--- src/rtl/stt_pkg.sv ---
`timescale 1ns / 1ps
// Shared types and constants for the source text tokenizer.
// No dependencies; imported by every module of the block.
package stt_pkg;

    // Width of the line, column and length counters (saturating).
    localparam int POS_BITS    = 16;
    localparam int OUT_POS_W   = 16;
    localparam int INT_W       = 31;
    localparam int QUEUE_DEPTH = 4;
    localparam int QPTR_BITS   = $clog2(QUEUE_DEPTH);
    localparam int TDATA_W     = 88;

    typedef enum logic [2:0] {
        KIND_END   = 3'd0,
        KIND_IDENT = 3'd1,
        KIND_INT   = 3'd2,
        KIND_ARROW = 3'd3,
        KIND_MINUS = 3'd4,
        KIND_CHAR  = 3'd5
    } t_kind;

    typedef struct packed {
        t_kind                  kind;
        logic [7:0]             chr;
        logic [OUT_POS_W-1:0]   line;
        logic [OUT_POS_W-1:0]   col;
        logic [OUT_POS_W-1:0]   len;
        logic [INT_W-1:0]       val;
    } t_token;

    // Everything one byte produces: one or two tokens.
    typedef struct packed {
        t_token tok0;
        t_token tok1;
        logic   two;
    } t_entry;

    typedef struct packed {
        logic   valid;
        t_entry entry;
    } t_qwr;

endpackage

--- src/rtl/source_text_tokenizer.sv ---
`timescale 1ns / 1ps
// Source text tokenizer, top level. Uses stt_pkg, stt_front, stt_queue, stt_back.
//
// Input stream: one source byte per beat on s_axis (tdata[7:0]); byte 0 ends
// the buffer, flushes any pending token, emits an end token and returns the
// scanner to its reset state.
// Output stream: one token per beat on m_axis. tuser carries the token kind,
// tlast marks the last token caused by one input byte (a byte causes zero,
// one or two tokens). Identifiers, integers and a minus come out when the first
// byte that cannot extend them arrives; an arrow comes out with its '>' byte.
// Path: a token group is written into the queue on the edge that accepts its byte, then registered in the output stage.
// Throughput: one byte per cycle while each byte causes at most one token and the
// receiver is ready; the output stage gives one token per cycle, so the second
// token of a byte goes out on a beat of its own. A four-entry queue of token groups sits between scanner
// and output stage; s_axis tready drops only when that queue is full.
// Reset (synchronous, active low) clears scanner state, queue and output stage.
// A stalled receiver holds the current token steady; bytes keep being taken
// until the queue fills.
module source_text_tokenizer (
    input  logic                        i_clk,
    input  logic                        i_rst_n,
    input  logic                        i_s_axis_tvalid,
    output logic                        o_s_axis_tready,
    input  logic [7:0]                  i_s_axis_tdata,  // [7:0] ch
    output logic                        o_m_axis_tvalid,
    input  logic                        i_m_axis_tready,
    // [7:0] token_char, [23:8] start_line, [39:24] start_column,
    // [55:40] span_length, [86:56] int_value, [87] zero
    output logic [stt_pkg::TDATA_W-1:0] o_m_axis_tdata,
    output logic [2:0]                  o_m_axis_tuser,  // [2:0] token_kind
    output logic                        o_m_axis_tlast   // last_of_run
);
    import stt_pkg::*;

    t_qwr   q_wr;
    t_entry q_head;
    logic   q_full;
    logic   q_empty;
    logic   q_pop;

    stt_front u_front (
        .i_clk   (i_clk),
        .i_rst_n (i_rst_n),
        .i_valid (i_s_axis_tvalid),
        .i_ch    (i_s_axis_tdata),
        .i_full  (q_full),
        .o_ready (o_s_axis_tready),
        .o_wr    (q_wr)
    );

    stt_queue u_queue (
        .i_clk   (i_clk),
        .i_rst_n (i_rst_n),
        .i_wr    (q_wr),
        .i_pop   (q_pop),
        .o_full  (q_full),
        .o_empty (q_empty),
        .o_head  (q_head)
    );

    stt_back u_back (
        .i_clk    (i_clk),
        .i_rst_n  (i_rst_n),
        .i_head   (q_head),
        .i_empty  (q_empty),
        .o_pop    (q_pop),
        .o_tvalid (o_m_axis_tvalid),
        .i_tready (i_m_axis_tready),
        .o_tdata  (o_m_axis_tdata),
        .o_tuser  (o_m_axis_tuser),
        .o_tlast  (o_m_axis_tlast)
    );

endmodule

--- src/rtl/stt_front.sv ---
`timescale 1ns / 1ps
// Front end: accepts source bytes, tracks scan state and positions,
// and builds the token group each byte causes. Uses stt_pkg.
module stt_front (
    input  logic          i_clk,
    input  logic          i_rst_n,
    input  logic          i_valid,
    input  logic [7:0]    i_ch,
    input  logic          i_full,
    output logic          o_ready,
    output stt_pkg::t_qwr o_wr
);
    import stt_pkg::*;

    typedef enum logic [1:0] {
        MODE_IDLE  = 2'd0,
        MODE_IDENT = 2'd1,
        MODE_INT   = 2'd2,
        MODE_MINUS = 2'd3
    } t_mode;

    typedef enum logic [1:0] {
        BRK_NONE    = 2'd0,
        BRK_WANT_LF = 2'd1,
        BRK_WANT_CR = 2'd2
    } t_brk;

    localparam logic [7:0] CH_NUL   = 8'h00;
    localparam logic [7:0] CH_TAB   = 8'h09;
    localparam logic [7:0] CH_LF    = 8'h0A;
    localparam logic [7:0] CH_CR    = 8'h0D;
    localparam logic [7:0] CH_SPACE = 8'h20;
    localparam logic [7:0] CH_MINUS = 8'h2D;
    localparam logic [7:0] CH_GT    = 8'h3E;
    localparam logic [7:0] CH_UNDER = 8'h5F;

    localparam logic [POS_BITS-1:0] POS_MAX = '1;
    localparam logic [POS_BITS-1:0] POS_ONE = POS_BITS'(1);
    localparam logic [INT_W-1:0]    INT_MAX = '1;

    function automatic logic [POS_BITS-1:0] sat_inc(input logic [POS_BITS-1:0] v);
        return (v == POS_MAX) ? v : v + POS_ONE;
    endfunction

    function automatic logic [OUT_POS_W-1:0] pos16(input logic [POS_BITS-1:0] v);
        logic [31:0] w;
        w = 32'(v);
        return w[OUT_POS_W-1:0];
    endfunction

    function automatic logic is_alpha(input logic [7:0] c);
        return (c >= 8'h41 && c <= 8'h5A) || (c >= 8'h61 && c <= 8'h7A);
    endfunction

    function automatic logic is_digit(input logic [7:0] c);
        return c >= 8'h30 && c <= 8'h39;
    endfunction

    function automatic t_token mk_tok(input t_kind k, input logic [7:0] c,
                                      input logic [POS_BITS-1:0] ln,
                                      input logic [POS_BITS-1:0] cl,
                                      input logic [OUT_POS_W-1:0] len,
                                      input logic [INT_W-1:0] val);
        t_token t;
        t.kind = k;
        t.chr  = c;
        t.line = pos16(ln);
        t.col  = pos16(cl);
        t.len  = len;
        t.val  = val;
        return t;
    endfunction

    t_mode               r_mode,     n_mode;
    t_brk                r_brk,      n_brk;
    logic [POS_BITS-1:0] r_cur_line, n_cur_line;
    logic [POS_BITS-1:0] r_cur_col,  n_cur_col;
    logic [POS_BITS-1:0] r_tok_line, n_tok_line;
    logic [POS_BITS-1:0] r_tok_col,  n_tok_col;
    logic [POS_BITS-1:0] r_tok_len,  n_tok_len;
    logic [INT_W-1:0]    r_acc,      n_acc;

    logic       accept;
    logic       done;
    logic       has_a, has_b;
    t_token     tok_a, tok_b;
    logic [34:0] acc_x10;

    assign o_ready = !i_full;
    assign accept  = i_valid && !i_full;

    // acc * 10 + digit as two shifts and two adds
    assign acc_x10 = ({4'b0, r_acc} << 3) + ({4'b0, r_acc} << 1) + {31'b0, i_ch[3:0]};

    always_comb begin
        n_mode     = r_mode;
        n_brk      = r_brk;
        n_cur_line = r_cur_line;
        n_cur_col  = r_cur_col;
        n_tok_line = r_tok_line;
        n_tok_col  = r_tok_col;
        n_tok_len  = r_tok_len;
        n_acc      = r_acc;
        done       = 1'b0;
        has_a      = 1'b0;
        has_b      = 1'b0;
        tok_a      = '0;
        tok_b      = '0;

        if ((r_brk == BRK_WANT_LF && i_ch == CH_LF) ||
            (r_brk == BRK_WANT_CR && i_ch == CH_CR)) begin
            // second half of a CR-LF or LF-CR pair: swallowed
            n_brk = BRK_NONE;
            done  = 1'b1;
        end else begin
            n_brk = BRK_NONE;
            case (r_mode)
                MODE_IDENT: begin
                    if (i_ch == CH_UNDER || is_alpha(i_ch) || is_digit(i_ch)) begin
                        n_tok_len = sat_inc(r_tok_len);
                        n_cur_col = sat_inc(r_cur_col);
                        done      = 1'b1;
                    end else begin
                        has_a  = 1'b1;
                        tok_a  = mk_tok(KIND_IDENT, 8'h00, r_tok_line, r_tok_col,
                                        pos16(r_tok_len), '0);
                        n_mode = MODE_IDLE;
                    end
                end
                MODE_INT: begin
                    if (is_digit(i_ch)) begin
                        n_acc     = (acc_x10 > {4'b0, INT_MAX}) ? INT_MAX
                                                                : acc_x10[INT_W-1:0];
                        n_tok_len = sat_inc(r_tok_len);
                        n_cur_col = sat_inc(r_cur_col);
                        done      = 1'b1;
                    end else begin
                        has_a  = 1'b1;
                        tok_a  = mk_tok(KIND_INT, 8'h00, r_tok_line, r_tok_col,
                                        pos16(r_tok_len), r_acc);
                        n_mode = MODE_IDLE;
                    end
                end
                MODE_MINUS: begin
                    n_mode = MODE_IDLE;
                    has_a  = 1'b1;
                    if (i_ch == CH_GT) begin
                        tok_a     = mk_tok(KIND_ARROW, 8'h00, r_tok_line, r_tok_col,
                                           OUT_POS_W'(2), '0);
                        n_cur_col = sat_inc(r_cur_col);
                        done      = 1'b1;
                    end else begin
                        tok_a = mk_tok(KIND_MINUS, 8'h00, r_tok_line, r_tok_col,
                                       OUT_POS_W'(1), '0);
                    end
                end
                default: ;
            endcase

            if (!done) begin
                if (i_ch == CH_NUL) begin
                    has_b      = 1'b1;
                    tok_b      = mk_tok(KIND_END, 8'h00, r_cur_line, r_cur_col,
                                        OUT_POS_W'(1), '0);
                    n_mode     = MODE_IDLE;
                    n_brk      = BRK_NONE;
                    n_cur_line = POS_ONE;
                    n_cur_col  = POS_ONE;
                    n_tok_line = POS_ONE;
                    n_tok_col  = POS_ONE;
                    n_tok_len  = '0;
                    n_acc      = '0;
                end else if (i_ch == CH_LF || i_ch == CH_CR) begin
                    n_cur_line = sat_inc(r_cur_line);
                    n_cur_col  = POS_ONE;
                    n_brk      = (i_ch == CH_CR) ? BRK_WANT_LF : BRK_WANT_CR;
                end else if (i_ch == CH_SPACE || i_ch == CH_TAB) begin
                    n_cur_col = sat_inc(r_cur_col);
                end else if (i_ch == CH_UNDER || is_alpha(i_ch) || is_digit(i_ch) ||
                             i_ch == CH_MINUS) begin
                    if (is_digit(i_ch)) begin
                        n_mode = MODE_INT;
                        n_acc  = {27'b0, i_ch[3:0]};
                    end else if (i_ch == CH_MINUS) begin
                        n_mode = MODE_MINUS;
                    end else begin
                        n_mode = MODE_IDENT;
                    end
                    n_tok_line = r_cur_line;
                    n_tok_col  = r_cur_col;
                    n_tok_len  = POS_ONE;
                    n_cur_col  = sat_inc(r_cur_col);
                end else begin
                    has_b     = 1'b1;
                    tok_b     = mk_tok(KIND_CHAR, i_ch, r_cur_line, r_cur_col,
                                       OUT_POS_W'(1), '0);
                    n_cur_col = sat_inc(r_cur_col);
                end
            end
        end
    end

    always_comb begin
        o_wr.valid = accept && (has_a || has_b);
        if (has_a) begin
            o_wr.entry.tok0 = tok_a;
            o_wr.entry.tok1 = tok_b;
            o_wr.entry.two  = has_b;
        end else begin
            o_wr.entry.tok0 = tok_b;
            o_wr.entry.tok1 = '0;
            o_wr.entry.two  = 1'b0;
        end
    end

    always_ff @(posedge i_clk) begin
        if (!i_rst_n) begin
            r_mode     <= MODE_IDLE;
            r_brk      <= BRK_NONE;
            r_cur_line <= POS_ONE;
            r_cur_col  <= POS_ONE;
            r_tok_line <= POS_ONE;
            r_tok_col  <= POS_ONE;
            r_tok_len  <= '0;
            r_acc      <= '0;
        end else if (accept) begin
            r_mode     <= n_mode;
            r_brk      <= n_brk;
            r_cur_line <= n_cur_line;
            r_cur_col  <= n_cur_col;
            r_tok_line <= n_tok_line;
            r_tok_col  <= n_tok_col;
            r_tok_len  <= n_tok_len;
            r_acc      <= n_acc;
        end
    end

endmodule

--- src/rtl/stt_queue.sv ---
`timescale 1ns / 1ps
// Short queue of token groups between the front end and the output stage.
// Uses stt_pkg.
module stt_queue (
    input  logic            i_clk,
    input  logic            i_rst_n,
    input  stt_pkg::t_qwr   i_wr,
    input  logic            i_pop,
    output logic            o_full,
    output logic            o_empty,
    output stt_pkg::t_entry o_head
);
    import stt_pkg::*;

    localparam logic [QPTR_BITS-1:0] PTR_LAST  = QPTR_BITS'(QUEUE_DEPTH - 1);
    localparam logic [QPTR_BITS:0]   CNT_DEPTH = (QPTR_BITS + 1)'(QUEUE_DEPTH);

    t_entry               r_mem [QUEUE_DEPTH];
    logic [QPTR_BITS-1:0] r_wr_ptr, r_rd_ptr;
    logic [QPTR_BITS:0]   r_count;

    assign o_full  = (r_count == CNT_DEPTH);
    assign o_empty = (r_count == '0);
    assign o_head  = r_mem[r_rd_ptr];

    always_ff @(posedge i_clk) begin
        if (i_wr.valid) begin
            r_mem[r_wr_ptr] <= i_wr.entry;
        end
    end

    always_ff @(posedge i_clk) begin
        if (!i_rst_n) begin
            r_wr_ptr <= '0;
            r_rd_ptr <= '0;
            r_count  <= '0;
        end else begin
            if (i_wr.valid) begin
                r_wr_ptr <= (r_wr_ptr == PTR_LAST) ? '0 : r_wr_ptr + 1'b1;
            end
            if (i_pop) begin
                r_rd_ptr <= (r_rd_ptr == PTR_LAST) ? '0 : r_rd_ptr + 1'b1;
            end
            if (i_wr.valid && !i_pop) begin
                r_count <= r_count + 1'b1;
            end else if (!i_wr.valid && i_pop) begin
                r_count <= r_count - 1'b1;
            end
        end
    end

    a_no_overflow: assert property (@(posedge i_clk) disable iff (!i_rst_n)
        i_wr.valid |-> !o_full) else $error("queue written while full");

    a_no_underflow: assert property (@(posedge i_clk) disable iff (!i_rst_n)
        i_pop |-> !o_empty) else $error("queue popped while empty");

    a_count_range: assert property (@(posedge i_clk) disable iff (!i_rst_n)
        r_count <= CNT_DEPTH) else $error("queue count out of range");

endmodule

--- src/rtl/stt_back.sv ---
`timescale 1ns / 1ps
// Output stage: pops token groups and hands out one token per beat,
// marking the last token of each group. Uses stt_pkg.
module stt_back (
    input  logic                         i_clk,
    input  logic                         i_rst_n,
    input  stt_pkg::t_entry              i_head,
    input  logic                         i_empty,
    output logic                         o_pop,
    output logic                         o_tvalid,
    input  logic                         i_tready,
    output logic [stt_pkg::TDATA_W-1:0]  o_tdata,
    output logic [2:0]                   o_tuser,
    output logic                         o_tlast
);
    import stt_pkg::*;

    logic   r_valid;
    logic   r_pend;
    logic   r_last;
    t_token r_tok;
    t_token r_second;
    logic   out_free;

    assign out_free = !r_valid || i_tready;
    assign o_pop    = out_free && !r_pend && !i_empty;

    always_ff @(posedge i_clk) begin
        if (!i_rst_n) begin
            r_valid <= 1'b0;
            r_pend  <= 1'b0;
        end else if (out_free) begin
            if (r_pend) begin
                r_tok   <= r_second;
                r_last  <= 1'b1;
                r_pend  <= 1'b0;
                r_valid <= 1'b1;
            end else if (!i_empty) begin
                r_tok    <= i_head.tok0;
                r_last   <= !i_head.two;
                r_second <= i_head.tok1;
                r_pend   <= i_head.two;
                r_valid  <= 1'b1;
            end else begin
                r_valid <= 1'b0;
            end
        end
    end

    assign o_tvalid = r_valid;
    assign o_tlast  = r_last;
    assign o_tuser  = r_tok.kind;
    assign o_tdata  = {1'b0, r_tok.val, r_tok.len, r_tok.col, r_tok.line, r_tok.chr};

    a_pend_has_first: assert property (@(posedge i_clk) disable iff (!i_rst_n)
        r_pend |-> r_valid && !r_last) else $error("second token without first");

    a_pop_only_free: assert property (@(posedge i_clk) disable iff (!i_rst_n)
        o_pop |=> r_valid) else $error("popped group not presented");

    a_hold_stalled: assert property (@(posedge i_clk) disable iff (!i_rst_n)
        o_tvalid && !i_tready |=> o_tvalid && $stable(o_tdata) && $stable(o_tuser) &&
        $stable(o_tlast)) else $error("stalled beat changed");

endmodule

--- config.mk ---
export PLATFORM = sky130hd
export DESIGN_NAME = source_text_tokenizer
export DESIGN_NICKNAME = d
export VERILOG_FILES = /design/src/rtl/stt_pkg.sv /design/src/rtl/source_text_tokenizer.sv /design/src/rtl/stt_front.sv /design/src/rtl/stt_queue.sv /design/src/rtl/stt_back.sv
export SDC_FILE = /design/constraint.sdc
export NUM_CORES = 1
export LEC_CHECK = 0
export ABC_CLOCK_PERIOD_IN_PS = 8950
export BUFFER_PORTS_ARGS = -buffer_cell sky130_fd_sc_hd__buf_2
export CORE_MARGIN = 8
export CORE_UTILIZATION = 56
export DETAILED_ROUTE_END_ITERATION = 12
export PLACE_DENSITY = 0.75
export REMOVE_ABC_BUFFERS = 1
export SKIP_LAST_GASP = 1
export SYNTH_ARGS = -nofsm -noshare
export SYNTH_HDL_FRONTEND = slang
export SYNTH_SLANG_ARGS = --single-unit
--- constraint.sdc ---
create_clock -name i_clk -period 8.95 [get_ports i_clk]
set_clock_uncertainty 0.1 [all_clocks]
set_input_delay 1.3425 -clock i_clk [delete_from_list [all_inputs] [get_ports i_clk]]
set_output_delay 1.3425 -clock i_clk [all_outputs]
set_load 0.01 [all_outputs]
Yosys cells after proc, flatten, opt, wreduce, memory -nomap -nowiden. Memories as Yosys holds them, arrays and structs flattened. A register that Yosys moved wholly into a read port is not among the register bits. Cells that the tools add are included.

Bitwise operators: 4. Mux-type cells: 94. Add/sub/neg operators: 9. Order comparisons: 7. Equal/unequal tests: 26. Reduce and logical (&&, ||, !) cells: 38.

Operator list (number): two-way mux 90 bit (10); two-way mux 16 bit (26); two-way mux 31 bit (9); one-hot mux 90 bit (3 select lines) (1); two-way mux 181 bit (1); two-way mux 89 bit (1); two-way mux 88 bit (1); adder 16 x 1 -> 16 bit, second input constant (3); equality test 16 bit, second input constant (3); one-hot mux 16 bit (3 select lines) (1); two-way mux 2 bit (18); adder 34 x 32 -> 35 bit (1); adder 35 x 4 -> 35 bit (1); greater-than comparator 35 x 31 -> 1 bit, second input constant (1); one-hot mux 16 bit (2 select lines) (1); equality test 8 x 4 -> 1 bit, second input constant (3); equality test 8 x 6 -> 1 bit, second input constant (3); two-way mux 1 bit (20); >= comparator 8 x 7 -> 1 bit, second input constant (2); <= comparator 8 x 7 -> 1 bit, second input constant (2); AND reduction 6 bit (2); logical AND 1 bit (11); equality test 2 bit, second input constant (5); logical OR 1 bit (9); 25 further kinds (43).

Memories kept: 1. Output and inout bits: 94. Flip-flop bits (word level): 305. Input port bits: 12. Logic and storage cells: 205. Bits in writable memories: 724.

Memories: u_queue.r_mem (words 4, width 181, rd ports 1, clocked after memory_dff 1, write ports 1, line stt_queue.sv:18) `t_entry r_mem [QUEUE_DEPTH];`.

Logic depth before layout (Yosys ltp).
Word-level depth: 18. Mapped depth: 15.

Modules after synthesis. From an unflattened synthesis, not the netlist that was laid out.

Cells, all modules: 2576. Area total of the unflattened synthesis: 42926.2 sq um.

By module, submodules not included: stt_queue (instances 1, seq. area each 21921.0 sq um, cells an instance 989, area an instance 26536.7 sq um); stt_front (instances 1, seq. area each 2302.2 sq um, cells an instance 1290, area an instance 9715.6 sq um); stt_back (instances 1, seq. area each 5475.3 sq um, cells an instance 297, area an instance 6673.9 sq um).

Worst setup path before layout. No wires, ideal clock.

Path kind: input to register. Start: input i_rst_n. End: register u_back.r_tok (netlist bit u_back.o_tdata[0]) (enable). Buffers on the path: 1. Arrival time: 8.266 ns. Cell stages on the path: 3. Library setup time: 0.671 ns. Slack: -0.087 ns. Cells stage by stage: inv_2 clkbuf_1 nor3b_1.

Cells in the longest elaborated chain, start to end: 1.

Ends and longest elaborated chain: start, declared (line source_text_tokenizer.sv:21) `input logic i_rst_n,`; AND reduction 3 bit (no source line); end signal, assigned (line stt_back.sv:34) `r_tok <= r_second;`; end signal, assigned (line stt_back.sv:39) `r_tok <= i_head.tok0;`; end, declared (line stt_back.sv:21) `t_token r_tok;`.

No other way between the ends. A chain may end at the register's enable or synchronous reset.

==> results.toml <==
[status]
status = "finished, final reports clean"

[worst_setup_path]
r2r_setup_slack_ps = 4430
worstPathCellList = "buf_2 > or4_4 > a21oi_4 > o21ai_0 > a21oi_2 > o21ai_2 > buf_4 > a21oi_2 > and2_4 > buf_4"
critPathKind = "input pin to flip-flop"
path_max_fanout = 58
cp-start-kind = "input pin"
endpoint_kind = "flip-flop"
cp.required_ps = 9070
critPathSlowestCell = "and2_4"
worstPathArrival_ps = 5570
slowest_delay_ps = 840
r2r-end = "u_queue.r_mem[3][66]"
r2r_cells = 8
worstReg2RegStart = "u_front.r_mode[0]"

[placement]
placed_cells = 3025
place_hpwl_mm = 45.8
place_area_mm2 = 0.0350
gp_congestion = 0.864
place.port_buffers = 104

[routing]
drt_pass1_iterations = 5
ant_nets = 0
wire_per_inst_um = 23.7
vias = 19800
drc = 0
viasPerCell = 6.24
wl_mm = 75.2
drtIter0Drc = 1885

[clocking]
cts_sinks = 791
cts-root-buf = "clkbuf_16"
cts.repair.resized = 0
clockBufferDepth = 3
path_clk_slew_ps = 60
insertion_delay_ps = 620
hold_buffers = 0
cts_tree = "done"
htreeDepth = 3
numCtsBuffers = 80
post_cts_buffers = 0

[layout]
final_cell_mix = "665 x edfxtp_1, 133 x mux4_2, 123 x dfxtp_1, 121 x a21oi_1, 120 x nand2_1"
design_area_mm2 = 0.0376
seq_area_mm2 = 0.0225
fin_util_pct = 62.6
final_cells = 3175
multi_input_area_mm2 = 0.0107
syn_to_final_growth_pct = 11.1
final_common_cell = "edfxtp_1"
drive_gt1_share_pct = 19.2
fill_cells = 4297
fin_nets = 2414

[grt]
use_met1_pct = 29.4
grt_pass1_vias = 20400
grt_util_met2_pct = 37.1
antenna_found_initial = 8
grt_usage_pct = 22.0
busiest_layer = "met2"
met3_usage_pct = 3.64
grt_pass1_wl_mm = 117
grt_overflow_total = 0
grt_max_degree = 119

[power_and_ir_drop]
p_int_mw = 7.26
leakagePower_nw = 13.1
power_density_mw_per_mm2 = 260
vdd_drop_max_uv = 194
pwr-share-clk_pct = 32.9
swShare_pct = 25.8
seqPwrFrac_pct = 48.3
p_comb_share_pct = 18.7
p_sw_mw = 2.53

[sta]
period_needed_ps = 5440
finalSetupViolCount = 0
whs_ps = 354
rsz0062_at_grt = "false"
slew-limit-headroom_pct = 20.1
min_period_over_period_pct = 60.8
tightest_slew_ps = 1200
hold_viol_final = 0
drv_slew = 0
max_freq_ghz = 0.184

[floorplan]
rows = 90
die-area_mm2 = 0.0685
core_area_mm2 = 0.0600
initial_core_util_pct = 56.3
num_io_pins = 106
die_w_um = 262
die_y_um = 262

[job]
drv_cap = 0

[min_path]
hold_class = "flip-flop to flip-flop"
hp-start = "u_front.r_tok_col[3]"
holdPathStages = 2
min_to = "u_front.r_tok_col[3]"

[synth]
avgSynthCellArea_um2 = 15.1
muxShareOfSynthArea_pct = 10.6
synth-async-reset-ratio_pct = 0
synth_fa_ha_area_share_pct = 2.92
synth_compound_area_share_pct = 7.73
synth_warnings = 0
synth_top_family_by_area = "multiplexers"
synthXorXnorAreaFrac_pct = 1.24
synth_edf_count = 665
synth_area_mm2 = 0.0338
synth_ff_type = "edfxtp_1"
ys_types = 93
synth_seq_cells = 791
synth_cells = 2246
synth_simple_gate_area_share_pct = 8.97
ys_seq_area_share_pct = 66.5
[metal layers]
layer  share of wire (%)  wire (µm)
met1                  42      31800
met2                  49      37000
met3                 6.5       4860
met4                 2.0       1480
met5               0.036         27
[cell usage after synthesis, drive strengths merged, types with 11 or more instances]
library cell / instances / area, µm²
edfxtp: 665 / 20000
a22o: 33 / 289
nor4: 14 / 93.8
nand3: 58 / 290
o21ai: 75 / 379
o21a: 13 / 105
a21oi: 126 / 657
xor2: 26 / 228
buf: 43 / 219
ha: 74 / 926
nand4: 24 / 150
and2: 44 / 275
xnor2: 22 / 193
nor3: 46 / 235
clkbuf: 85 / 322
a211oi: 11 / 95.1
mux2: 43 / 484
nor2: 108 / 415
a31oi: 28 / 175
mux4: 133 / 3000
a21o: 20 / 150
inv: 41 / 154
dfxtp: 126 / 2520
nand2: 122 / 458
nor2b: 58 / 363
and3: 71 / 444
[worst max-delay path: cells and delay by family]
family          cells  cell delay, ps
buf+inv             3            1140
simple gates        2            1400
compound gates      5            1580
[power by group through the flow]
stage | logic (mW) | registers (mW) | clock network (mW)
after floorplan | 1.23 | 5.02 | 0
after global placement | 1.84 | 4.79 | 0
after detailed placement | 1.87 | 4.82 | 0
after CTS | 1.88 | 4.74 | 3.29
after global routing | 1.98 | 4.78 | 3.42
final | 1.83 | 4.73 | 3.22
[cell families (layout without fill, tap and decap cells)]
logic type / count (synthesis) / count (layout)
AND/OR/NAND/NOR: 584 / 584
XOR/XNOR: 48 / 48
multiplexers: 185 / 185
other: 1 / 6
flip-flops: 791 / 791
AO/OA/AOI/OAI: 391 / 391
buffers and inverters: 169 / 311
adder cells (fa/ha/maj): 77 / 77
[flip-flops by register name, summed over array words and instances, names as in the netlist, named ones only]
register	count
u_back.o_tdata	87
u_back.o_tlast	1
u_back.o_tuser	3
u_back.o_tvalid	1
u_back.r_pend	1
u_back.r_second	42
u_front.r_acc	31
u_front.r_brk	2
u_front.r_cur_col	16
u_front.r_cur_line	16
u_front.r_mode	2
u_front.r_tok_col	16
u_front.r_tok_len	16
u_front.r_tok_line	16
u_queue.r_count	3
u_queue.r_mem	532
u_queue.r_rd_ptr	2
u_queue.r_wr_ptr	2
[how the worst max path moves through the flow]
stage / start / endpoint / slack, ps / cells past startpoint
floorplan: u_back.r_pend / u_back.o_tdata[0] / -710 / 2
global placement: i_s_axis_tdata[1] / u_queue.r_mem[3][162] / 3080 / 10
detailed placement: i_s_axis_tdata[1] / u_queue.r_mem[3][162] / 2980 / 10
CTS: i_s_axis_tdata[1] / u_queue.r_mem[3][66] / 3580 / 10
global route: i_s_axis_tdata[1] / u_queue.r_mem[3][168] / 3330 / 10
finish: i_s_axis_tdata[1] / u_queue.r_mem[3][66] / 3510 / 10
[metrics by stage]
step	power, mW	TNS, ps	setup WS [ps]
after global placement	6.63	0	3080
after global routing	10.2	0	3330
after detailed placement	6.68	0	2980
after CTS	9.91	0	3580
final	9.79	0	3510
after floorplan	6.25	-64570	-710
[cell type report]
cell class                      count  share of cell area, %
Clock inverter                     32                  0.799
Clock buffer                      113                   5.90
Timing Repair Buffer              125                   1.94
Multi-Input combinational cell   1286                   28.4
Tap cell                          782                   2.60
Inverter                           41                  0.410
Sequential cell                   791                   59.9
Antenna cell                        5                 0.0333
Power figures use the tool's default switching activity.
